### src/cpb_sqrt_cell.sv
// one result bit of the pipelined integer square root
`default_nettype none
module cpb_sqrt_cell #(
	parameter int RW = 22
) (
	input  wire logic              clk,
	input  wire logic              en,
	input  wire logic [2*RW-1:0]   op_in,
	input  wire logic [RW+2:0]     rem_in,
	input  wire logic [RW-1:0]     root_in,
	output logic      [2*RW-1:0]   op_out,
	output logic      [RW+2:0]     rem_out,
	output logic      [RW-1:0]     root_out
);

	logic [RW+2:0] rem_w;
	logic [RW+2:0] trial_w;
	logic          ge_w;

	always_comb begin
		// bring down the next two operand bits
		rem_w = {rem_in[RW:0], op_in[2*RW-1:2*RW-2]};
		trial_w = (RW+3)'({root_in, 2'b01});
		ge_w = rem_w >= trial_w;
	end

	always_ff @(posedge clk) begin
		if (en) begin
			op_out <= {op_in[2*RW-3:0], 2'b00};
			rem_out <= ge_w ? rem_w - trial_w : rem_w;
			root_out <= {root_in[RW-2:0], ge_w};
		end
	end

endmodule
`default_nettype wire

### config.mk
export PLATFORM = sky130hd
export DESIGN_NAME = cpb_sqrt_cell
export DESIGN_NICKNAME = d
export VERILOG_FILES = /design/src/cpb_sqrt_cell.sv
export SDC_FILE = /design/constraint.sdc
export NUM_CORES = 1
export LEC_CHECK = 0
export BUFFER_PORTS_ARGS = -buffer_cell sky130_fd_sc_hd__buf_4
export CORE_AREA = 2 2 103 105
export CTS_BUF_LIST = sky130_fd_sc_hd__clkbuf_16
export DETAILED_ROUTE_END_ITERATION = 10
export DIE_AREA = 0 0 105 107
export GPL_ROUTABILITY_DRIVEN = 1
export PLACE_DENSITY = 0.77
export SYNTH_ARGS = -nofsm -noshare
export SYNTH_HDL_FRONTEND = slang
export SYNTH_SLANG_ARGS = --single-unit
### constraint.sdc
create_clock -name clk -period 2.9 [get_ports clk]
set_input_delay 0.29 -clock clk [delete_from_list [all_inputs] [get_ports clk]]
set_output_delay 0.29 -clock clk [all_outputs]
set_load 0.05 [all_outputs]
==> run metrics <==
fin. max-slew vios=0; root buf cell=clkbuf_16; Worst-Margin Slew=roughly 0.58 ns; Initial Util=between 40% and 50%; NetSw=about 1.3 mW; syn avg cell area=13.8 sq um; Area Growth Syn to Fin=42.7%; EDFF count, synth=89; Setup crit start kind=input pin; Finished Core Util=62.2%; Async S/R FF share, synth=0%; M1 WL=~4200 um; WP data arrival=2.67 ns; Clk pin slew, worst setup/hold paths=roughly 0.060 ns; drt first pass iters=4; synth warn=0; All-Layer GR Usage=between 10% and 20%; Hold Crit Class=in2reg; setup TNS=0 ns; Placed Cells=roughly 640; Sw Ratio=between 30% and 40%; drt drc=0; n_diodes=0; CTS tree=built; CP Cell Sequence=buf_4, ha_1, a211o_1, o22ai_2, o32ai_2, a21o_1, a31oi_4, a21oi_2, a31oi_4, buf_4, mux2_2; period utilization=between 80% and 90%; register area=2670 sq um; Final Setup Violations=0; I/O Buffers=roughly 180; final hold viol count=0; Worst Path Required=approximately 3 ns; DRT antenna net count=0; Comb pwr share=between 30% and 40%; drt via density=slightly below 5; row cnt=37; Crit path max-delay family=compound AO/OA/AOI/OAI gates; CTS max path bufs=2; top sig layer=met4; core area=10,100 sq um; commonest non-fill, non-tap cell in the layout=buf_4; fraction of layout cells with a size suffix above 1=a little under half; post_cts resized=0; # fillers=between 800 and 900; Setup crit end kind=flop; CP max-delay cell=mux2_2; Pleak=2.81 nW; DR vias=around 3,200; total wire length=about 10,000 um; pwr dens=between 600 and 700 nW/um^2; Yosys cell types=between 40 and 50; Non-Filler Instances=roughly 660; Die Area=around 11,000 sq um; drt wl/cell=around 16 um; Num CTS Buffers=9; dpl hpwl=8190 um; multi-input logic area=1570 sq um; Final nets=between 600 and 700; most frequent cells in the layout=buf_4, edfxtp_1, inv_1, ha_1, xnor2_1; met2 routed WL=approximately 5300 um; Seq/Total Area, Yosys=a little over 60%; Max Cap Violations=0; met3 WL post-DR=between 600 and 700 um; Peak Freq=between 300 and 400 MHz; CTS H-tree depth=3; RSZ-0062 raised after global routing=false; clock sinks=89; global-route wire length before repair=about 16,000 um; fin crit period=roughly 2.6 ns; Peak VDD IR=roughly 0.00026 V; Post-CTS Setup Inserts=0; grt total ovfl=0; Buf/Inv on CP=2; cells after synthesis=between 300 and 400; Worst Path Max Fanout=8; cell area after synthesis=4400 sq um; part of the power in registers=around two fifths; setup slack after layout=0.317 ns; Yosys reg bits=89; Die X-Extent=around 110 um; Setup CP Type=in2reg; Clock power frac=around 29%; Iter 0 DRT Violations=roughly 120; cell internal pwr=around 2.7 mW; largest net degree at the start of global routing=49; placer congestion estimate=between 0.8 and 0.9; worst slack, placed=-0.0362 ns; CP peak stage delay=between 0.3 and 0.4 ns; outcome=complete, no violations; vias in the first global route=about 3,200; Die H=between 100 and 150 um; Max-slew headroom=roughly three fifths; antenna violations before repair=0; predominant post-synthesis flop cell=edfxtp_1; Ports=184; hold buffers post-CTS=0
[through the flow]
step	hold WS [ns]	total power [mW]	instance area (sq um)
6_report	0.127	4.02	6280
5_1_grt	0.114	4.18	6280
4_1_cts	0.120	4.05	6280
3_5_place_dp	0.470	2.89	5990
3_3_place_gp	0.468	2.87	5990
2_1_floorplan	0.389	2.47	4400
[logic make-up (layout without fill, tap and decap cells)]
kind of cell / count (synthesis) / after routing / share of synthesized area, %
AOI/OAI and AO/OA: 66 / 66 / 11.1
xor gates and xnor gates: 20 / 20 / 3.98
adders and majority gates: 24 / 24 / 6.83
buffers and inverters: 37 / 238 / 3.75
DFF: 89 / 89 / 60.8
muxes: 22 / 22 / 6.97
other: 1 / 2 / 0.0852
and+or+nand+nor: 60 / 60 / 6.48
[per-layer routing]
layer	track usage, %	vias up
met5	0	-
met3	4.74	23
met2	31.6	132
li1	-	1586
met4	8.10	0
met1	21.8	1497
[final timing paths]
path,endpoint,start,slack (ns),cells past startpoint
setup / recovery,rem_out[2],rem_in[4],0.32,11
hold / removal,op_out[30],op_in[28],0.13,1
[state kept, by name, indices dropped and copies added, names as in the netlist]
name and count:
op_out 42, rem_out 25, root_out 22
[power by group through the flow]
stage                     logic (mW)  registers [mW]  clock network, mW
after CTS                       1.25            1.61               1.19
after global routing            1.31            1.62               1.24
after floorplan                0.380            2.09                  0
final                           1.24            1.61               1.16
after global placement          1.23            1.64                  0
after detailed placement        1.25            1.64                  0
[area by class of cell]
type | count | area share [%]
Sequential cell | 89 | 42.6
Tap cell | 136 | 2.71
Timing Repair Buffer | 194 | 23.4
Clock buffer | 9 | 3.59
Multi-Input combinational cell | 194 | 24.9
Clock inverter | 6 | 1.08
Inverter | 29 | 1.73
[cell usage after synthesis (all sizes together) (2+ instances only)]
| cell | instances | share of area, % |
|---|---|---|
| ha | 24 | 6.8 |
| o22ai | 3 | 0.57 |
| edfxtp | 89 | 61 |
| or2 | 2 | 0.28 |
| inv | 29 | 2.5 |
| and3 | 4 | 0.57 |
| nand2 | 15 | 1.3 |
| a31oi | 6 | 1.5 |
| xnor2 | 17 | 3.4 |
| clkbuf | 4 | 0.34 |
| nand3 | 5 | 0.57 |
| o21a | 5 | 0.85 |
| a211o | 3 | 0.60 |
| nor2 | 15 | 1.3 |
| mux2 | 21 | 6.7 |
| nand4 | 3 | 0.43 |
| a2111oi | 2 | 0.40 |
| a21o | 13 | 2.2 |
| buf | 4 | 0.94 |
| o21ai | 7 | 0.80 |
| xor2 | 3 | 0.60 |
| a21oi | 17 | 2.0 |
| nor2b | 4 | 0.57 |
| nor3 | 9 | 1.0 |
Note: power is estimated with default switching activity, not from simulation.
