==> src/cpb_pkg.sv <==
// shared constants and stream field offsets for the contact point builder
`default_nettype none
package cpb_pkg;

	localparam int COORD_BITS_DEF = 21;
	localparam int ID_BITS_DEF = 16;

	// fixed field widths
	localparam int PT_W = 63;
	localparam int MARGIN_W = 20;
	localparam int ID_W = 16;
	localparam int MSUM_W = 21;
	localparam int DEPTH_W = 23;
	localparam int NORM_W = 16;
	localparam int Q_BITS = 15;

	// input tdata layout
	localparam int PA_LO = 0;
	localparam int PB_LO = PA_LO + PT_W;
	localparam int MA_LO = PB_LO + PT_W;
	localparam int MB_LO = MA_LO + MARGIN_W;
	localparam int IDA_LO = MB_LO + MARGIN_W;
	localparam int IDB_LO = IDA_LO + ID_W;
	localparam int V1_LO = IDB_LO + ID_W;
	localparam int V2_LO = V1_LO + PT_W;
	localparam int V3_LO = V2_LO + PT_W;
	localparam int S_TDATA_W = ((V3_LO + PT_W + 7) / 8) * 8;

	// input tuser layout
	localparam int U_OP = 0;
	localparam int U_FRIC = 1;
	localparam int S_TUSER_W = 2;

	// output tdata layout
	localparam int MID_LO = 0;
	localparam int NRM_LO = MID_LO + PT_W;
	localparam int DEP_LO = NRM_LO + 3 * NORM_W;
	localparam int MSUM_LO = DEP_LO + DEPTH_W;
	localparam int MST_LO = MSUM_LO + MSUM_W;
	localparam int SLV_LO = MST_LO + ID_W;
	localparam int M_TDATA_W = ((SLV_LO + ID_W + 7) / 8) * 8;

	// output tuser layout
	localparam int U_OUTSIDE = 0;
	localparam int U_FRIC_OUT = 1;
	localparam int M_TUSER_W = 2;

endpackage
`default_nettype wire

==> src/cpb_div_cell.sv <==
// one quotient bit of the three normal divisions
`default_nettype none
module cpb_div_cell #(
	parameter int RW = 22,
	parameter int QB = cpb_pkg::Q_BITS,
	parameter bit FIRST = 1'b0
) (
	input  wire logic                  clk,
	input  wire logic                  en,
	input  wire logic [RW-1:0]         dist_in,
	input  wire logic [2:0][RW:0]      rem_in,
	input  wire logic [2:0][QB-1:0]    q_in,
	output logic      [RW-1:0]         dist_out,
	output logic      [2:0][RW:0]      rem_out,
	output logic      [2:0][QB-1:0]    q_out
);

	logic [2:0][RW:0]   rem_w;
	logic [2:0][QB-1:0] q_w;

	always_comb begin
		for (int l = 0; l < 3; l++) begin
			logic [RW:0] r;
			logic        ge;
			// the leading bit sees the magnitude itself, later bits the doubled remainder
			r = FIRST ? rem_in[l] : {rem_in[l][RW-1:0], 1'b0};
			ge = r >= {1'b0, dist_in};
			rem_w[l] = ge ? r - {1'b0, dist_in} : r;
			q_w[l] = {q_in[l][QB-2:0], ge};
		end
	end

	always_ff @(posedge clk) begin
		if (en) begin
			dist_out <= dist_in;
			rem_out <= rem_w;
			q_out <= q_w;
		end
	end

endmodule
`default_nettype wire

==> config.mk <==
export PLATFORM = sky130hd
export DESIGN_NAME = cpb_div_cell
export DESIGN_NICKNAME = d
export VERILOG_FILES = /design/src/cpb_pkg.sv /design/src/cpb_div_cell.sv
export SDC_FILE = /design/constraint.sdc
export NUM_CORES = 1
export LEC_CHECK = 0
export BUFFER_PORTS_ARGS = -buffer_cell sky130_fd_sc_hd__buf_2
export CORE_ASPECT_RATIO = 1.25
export CORE_MARGIN = 1.5
export CORE_UTILIZATION = 40
export DETAILED_ROUTE_END_ITERATION = 10
export GPL_TIMING_DRIVEN = 0
export MAX_ROUTING_LAYER = met4
export PLACE_DENSITY = 0.65
export SYNTH_ARGS = -nofsm -noshare
export SYNTH_HDL_FRONTEND = slang
export SYNTH_SLANG_ARGS = --single-unit
==> constraint.sdc <==
create_clock -name clk -period 3.8 [get_ports clk]
set_input_delay 0.76 -clock clk [delete_from_list [all_inputs] [get_ports clk]]
set_output_delay 0.76 -clock clk [all_outputs]
set_load 0.01 [all_outputs]
==> flow_metrics.tcl, run 1 <==
set metrics [dict create \
    post-dp-hpwl_um 20100 \
    crit_fanout 9 \
    vias_per_cell 5.30 \
    worst_hold_path_type "primary input to flop" \
    cts_sinks 136 \
    drv_cap 0 \
    hold_start "q_in[2]" \
    n_fill_cell 1945 \
    die_area_mm2 0.0219 \
    ant_nets 0 \
    cts_tree "done" \
    critPathMaxStageDelay_ns 0.55 \
    cts_made_buffers 17 \
    start_util_pct 40.6 \
    crit_path_end_kind "flop" \
    routed-via-count 7236 \
    drtPass1Iterations 6 \
    finalHoldViolCount 0 \
    tightest_slew_ns 0.721 \
    cp.required_ns 3.97 \
    grt_pass1_vias 7203 \
    synth_nets 995 \
    overflow 0 \
    antenna_found_initial 4 \
    h-tree-depth 4 \
    tns_ns 0 \
    yosys_most_used_dff "edfxtp_1" \
    final_area_mm2 0.0107 \
    finalCriticalPeriod_ns 3.48 \
    rows 59 \
    syn_inst 788 \
    synth_seq_cells 136 \
    synth_edf_count 136 \
    seqPwrFrac_pct 39.4 \
    p_int_mw 3.41 \
    syn_area_mm2 0.00839 \
    grt_setup_unrepaired "false" \
    drc_errors 0 \
    ir_worst_vdd_uv 324 \
    grt_pass1_wl_um 38200 \
    io_pins 274 \
    swShare_pct 30.2 \
    final_cell_mix "275 x buf_2, 136 x edfxtp_1, 90 x o21ai_0" \
    area_growth_pct 27.9 \
    status "complete, no violations" \
    grt_usage_pct 23.8 \
    numPortBuffers 267 \
    setup.worst_path.class "primary input to flop" \
    routed_wirelength_um 25300 \
    clockBufferDepth 2 \
    relSlewSlack_pct 51.6 \
    cts_hold_buf 0 \
    startpoint_type "primary input" \
    core_mm2 0.0207 \
    power_density_mw_per_mm2 455 \
    finalSetupViolCount 0 \
    routedWlPerCell_um 18.5 \
    p_switching_mw 1.47 \
    leakage_nw 4.67 \
    cts_resized 0 \
    ys_types 65 \
    die_x_um 133 \
    startpoint "dist_in[0]" \
    finalMaxSlewViolations 0 \
    combPwrFrac_pct 24.7 \
    grt_max_degree 73 \
    worstPathArrival_ns 3.65 \
    final_common_cell "buf_2" \
    timing.final.crit_share_pct 91.5 \
    drive_above_1_share_pct 30.1 \
    dpl-instance-area_mm2 0.0101 \
    async_reset_ff_share_pct 0 \
    first_iter_violations 341 \
    yosysWarningCount 0 \
    yosysSeqAreaShare_pct 48.7 \
    regArea_mm2 0.00408 \
    p_clk_share_pct 35.9 \
    avgSynthCellArea_um2 10.7 \
    die_h_um 165 \
    cpMaxStageDelayCell "fa_1" \
    multiInputGateArea_mm2 0.00404 \
    cts_root_buffer "clkbuf_16" \
    place_congestion 0.884 \
    final_nets 1282 \
    path_cells "buf_2, inv_1, fa_1, a211oi_1, o211ai_1, a31o_2, a21oi_2, o21ai_0, a31oi_1, mux2_2" \
    cts.clk_slew.worst_paths_ns 0.06 \
    post_cts_buffers 0 \
    max_freq_mhz 288 \
]
## through the flow
| step | util (%) | cells | hold WS (ns) | power [mW] | setup WS, ns |
|---|---|---|---|---|---|
| 2_1_floorplan | - | 788 | 0.859 | 2.68 | 0.484 |
| 3_3_place_gp | 48.7 | 1329 | 0.936 | 3.15 | -0.267 |
| 3_5_place_dp | 48.9 | 1330 | 0.938 | 3.15 | -0.262 |
| 4_1_cts | 51.9 | 1361 | 0.499 | 4.92 | 0.157 |
| 5_1_grt | 51.9 | 1365 | 0.498 | 5.12 | 0.105 |
| 6_report | 51.9 | 1365 | 0.507 | 4.88 | 0.322 |
## logic make-up (layout without fill, tap and decap cells)
group                    after synthesis  in the layout  share of synthesized area (%)
adder cells (fa/ha/maj)               69             69                           10.6
AND/OR/NAND/NOR                      191            191                           10.9
flip-flops                           136            136                           48.7
multiplexers                          11             11                           1.42
other                                  0              4                              0
AO/OA/AOI/OAI                        264            264                           19.8
XOR/XNOR                              52             52                           5.43
buffers and inverters                 65            364                           3.22
## path summary, 6_finish.rpt
check                 cells past startpoint  slack [ns]     endpoint
worst min-delay path                      1        0.51     q_out[3]
worst max-delay path                     10        0.32  rem_out[22]
## power by group through the flow
stage | sequential (mW) | combinational, mW | clock [mW]
after floorplan | 2.05 | 0.624 | 0
after global placement | 1.96 | 1.19 | 0
after detailed placement | 1.96 | 1.20 | 0
after CTS | 1.93 | 1.21 | 1.79
after global routing | 1.94 | 1.33 | 1.84
final | 1.92 | 1.21 | 1.75
## Yosys cell counts (3+ instances only)
library cell,instances,area [um2]
a2111oi_0,3,26.3
a211o_1,5,43.8
a211oi_1,11,82.6
a21o_1,31,233
a21oi_1,59,295
a31o_2,3,26.3
a31oi_1,7,43.8
and3_1,4,25.0
and4_1,3,26.3
buf_2,9,45.0
buf_4,4,30.0
clkbuf_1,11,41.3
edfxtp_1,136,4080
fa_1,3,60.1
ha_1,66,826
inv_1,40,150
mux2_2,6,67.6
mux2i_1,4,40.0
nand2_1,81,304
nand2b_1,9,56.3
nand3_1,10,50.1
nand4_1,10,62.6
nor2_1,40,150
nor2b_1,8,50.1
nor3_1,7,35.0
nor4_1,5,31.3
o211ai_1,10,75.1
o21a_1,4,30.0
o21ai_0,90,450
o21bai_1,7,52.6
o22ai_1,3,18.8
o31ai_1,5,37.5
o41ai_1,4,35.0
xnor2_1,28,245
xor2_1,24,210
## routing by layer
metal	global-route usage (%)	part of all wire (%)	up-vias
li1	-	-	3565
met1	25.4	40	3378
met2	43.9	51	263
met3	5.28	7.1	30
met4	7.74	2.1	0
met5	-	0	-
## worst max-delay path, delay by kind of cell
| kind | cells | cell delay (ns) |
|---|---|---|
| fa+ha+maj | 1 | 0.55 |
| mux | 1 | 0.36 |
| compound gates | 6 | 1.60 |
| buf+inv | 2 | 0.38 |
## state kept, by name (all words and copies together), names as in the netlist
| name | count |
|---|---|
| dist_out | 22 |
| q_out | 45 |
| rem_out | 69 |
## final cells by class
class,count,share of cell area (%)
sequential,136,38.1
buffer,24,1.08
clock buffer,17,3.96
timing repair buffer,268,12.8
clock inverter,14,1.75
inverter,41,1.43
tap,274,3.19
antenna,4,0.0933
multi-input combinational,587,37.7
No activity file was read; power rests on OpenSTA's default activity.
==> inputs of run 2 (changes only) <==
GPL_TIMING_DRIVEN = unset   (was 0)
SKIP_CTS_REPAIR_TIMING = 1   (was unset)
==> flow_metrics.tcl, run 2 (synthesis gave the netlist of run 1 again) <==
set metrics [dict create \
    status "complete, no violations" \
    crit_path_end "rem_out[41]" \
    h-tree-depth 4 \
    p_clk_share_pct 33.0 \
    crit_path_end_kind "flop" \
    clockBufferDepth 2 \
    top_regs "rem_out x69, q_out x45, dist_out x22" \
    setup.worst_path.class "primary input to flop" \
    start_util_pct 40.6 \
    cpMaxStageDelayCell "a221oi_4" \
    cts_sinks 136 \
    total_power_mw 4.81 \
    cts_made_buffers 17 \
    rows 59 \
    cp.buffers_inverters 3 \
    die_x_um 133 \
    placedCellCount 1401 \
    startpoint "dist_in[1]" \
    seqPwrFrac_pct 39.9 \
    regArea_mm2 0.00408 \
    cts_root_buffer "clkbuf_16" \
    routedWlPerCell_um 17.4 \
    cts.clk_slew.worst_paths_ns 0.07 \
    swShare_pct 31.2 \
    p_int_mw 3.31 \
    cp.depth 11 \
    vias_per_cell 5.17 \
    grt_pass1_wl_um 37100 \
    power_density_mw_per_mm2 427 \
    overflow 0 \
    first_iter_violations 395 \
    drc_errors 0 \
    tns_ns 0 \
    grt_pass1_vias 7168 \
    n_fill_cell 1886 \
    max_freq_mhz 279 \
    cts_tree "done" \
    worstPathArrival_ns 3.76 \
    timing.final.crit_share_pct 94.2 \
    path_cells "buf_2, inv_1, ha_1, nor2b_1, o31ai_1, a21oi_1, a221o_1, a221oi_4, buf_4, nor2_1, a32o_1" \
    crit_fanout 26 \
    regMostFlops "rem_out" \
    final_nets 1353 \
    final_common_cell "buf_2" \
    p_switching_mw 1.50 \
    ir_worst_vdd_uv 287 \
    place_congestion 0.871 \
    relSlewSlack_pct 29.8 \
    tightest_slew_ns 1.05 \
    largest_reg_flops 69 \
    die_h_um 165 \
    finalHoldViolCount 0 \
    multiInputGateArea_mm2 0.00405 \
    routed_wirelength_um 24900 \
    leakage_nw 5.02 \
    antenna_found_initial 2 \
    combPwrFrac_pct 27.1 \
    grt_max_degree 59 \
    critPathMaxStageDelay_ns 0.89 \
    post-dp-hpwl_um 20100 \
    worst_hold_slack_ns 0.501 \
    drv_cap 0 \
    routed-via-count 7419 \
    final_cell_mix "266 x buf_2, 136 x edfxtp_1, 95 x buf_4" \
    numPortBuffers 267 \
    cp_top_family "compound AO/OA/AOI/OAI gates" \
    drive_above_1_share_pct 35.3 \
    drtPass1Iterations 4 \
    cp.required_ns 3.97 \
    worst_hold_path_type "primary input to flop" \
    fin_ws_ns 0.219 \
    die_area_mm2 0.0219 \
    place_ws_ns -0.219 \
    finalCriticalPeriod_ns 3.58 \
    hold_start "q_in[32]" \
    grt_setup_unrepaired "false" \
    io_pins 274 \
    ant_nets 0 \
    finalMaxSlewViolations 0 \
    area_growth_pct 34.2 \
    core_mm2 0.0207 \
    fin_cells 1435 \
    startpoint_type "primary input" \
    grt_usage_pct 23.2 \
    finalSetupViolCount 0 \
]
## run 2: stage by stage
step                      instance area, um2  utilization [%]
after floorplan                         8390                -
after global placement                 10700             51.8
after detailed placement               10700             51.8
after CTS                              11300             54.5
after global routing                   11300             54.5
final                                  11300             54.5
## run 2: worst min path at each step
stage / end / cells after the start
floorplan: dist_out[0] / 0
global placement: q_out[19] / 1
detailed placement: q_out[33] / 1
CTS: q_out[19] / 1
global route: q_out[9] / 1
finish: q_out[33] / 1
## run 2: power by group through the flow
| stage | Sequential (mW) | Clock, mW | Combinational, mW |
|---|---|---|---|
| after floorplan | 2.05 | 0 | 0.624 |
| after global placement | 1.95 | 0 | 1.29 |
| after detailed placement | 1.95 | 0 | 1.30 |
| after CTS | 1.92 | 1.63 | 1.30 |
| after global routing | 1.94 | 1.68 | 1.43 |
| final | 1.92 | 1.59 | 1.30 |
## run 2: final cells by class
| cell class | instances | share of cell area (%) |
|---|---|---|
| Timing Repair Buffer | 363 | 18.4 |
| Antenna cell | 2 | 0.0444 |
| Clock buffer | 17 | 3.78 |
| Multi-Input combinational cell | 587 | 35.9 |
| Clock inverter | 15 | 1.20 |
| Inverter | 41 | 1.37 |
| Sequential cell | 136 | 36.2 |
| Tap cell | 274 | 3.04 |
## run 2: layer usage
layer | vias up | part of all wire, % | global-route usage, %
met3 | 32 | 6.5 | 5.40
met4 | 0 | 2.0 | 8.04
met5 | - | 0 | -
met2 | 249 | 51 | 41.3
met1 | 3429 | 41 | 25.5
li1 | 3709 | - | -
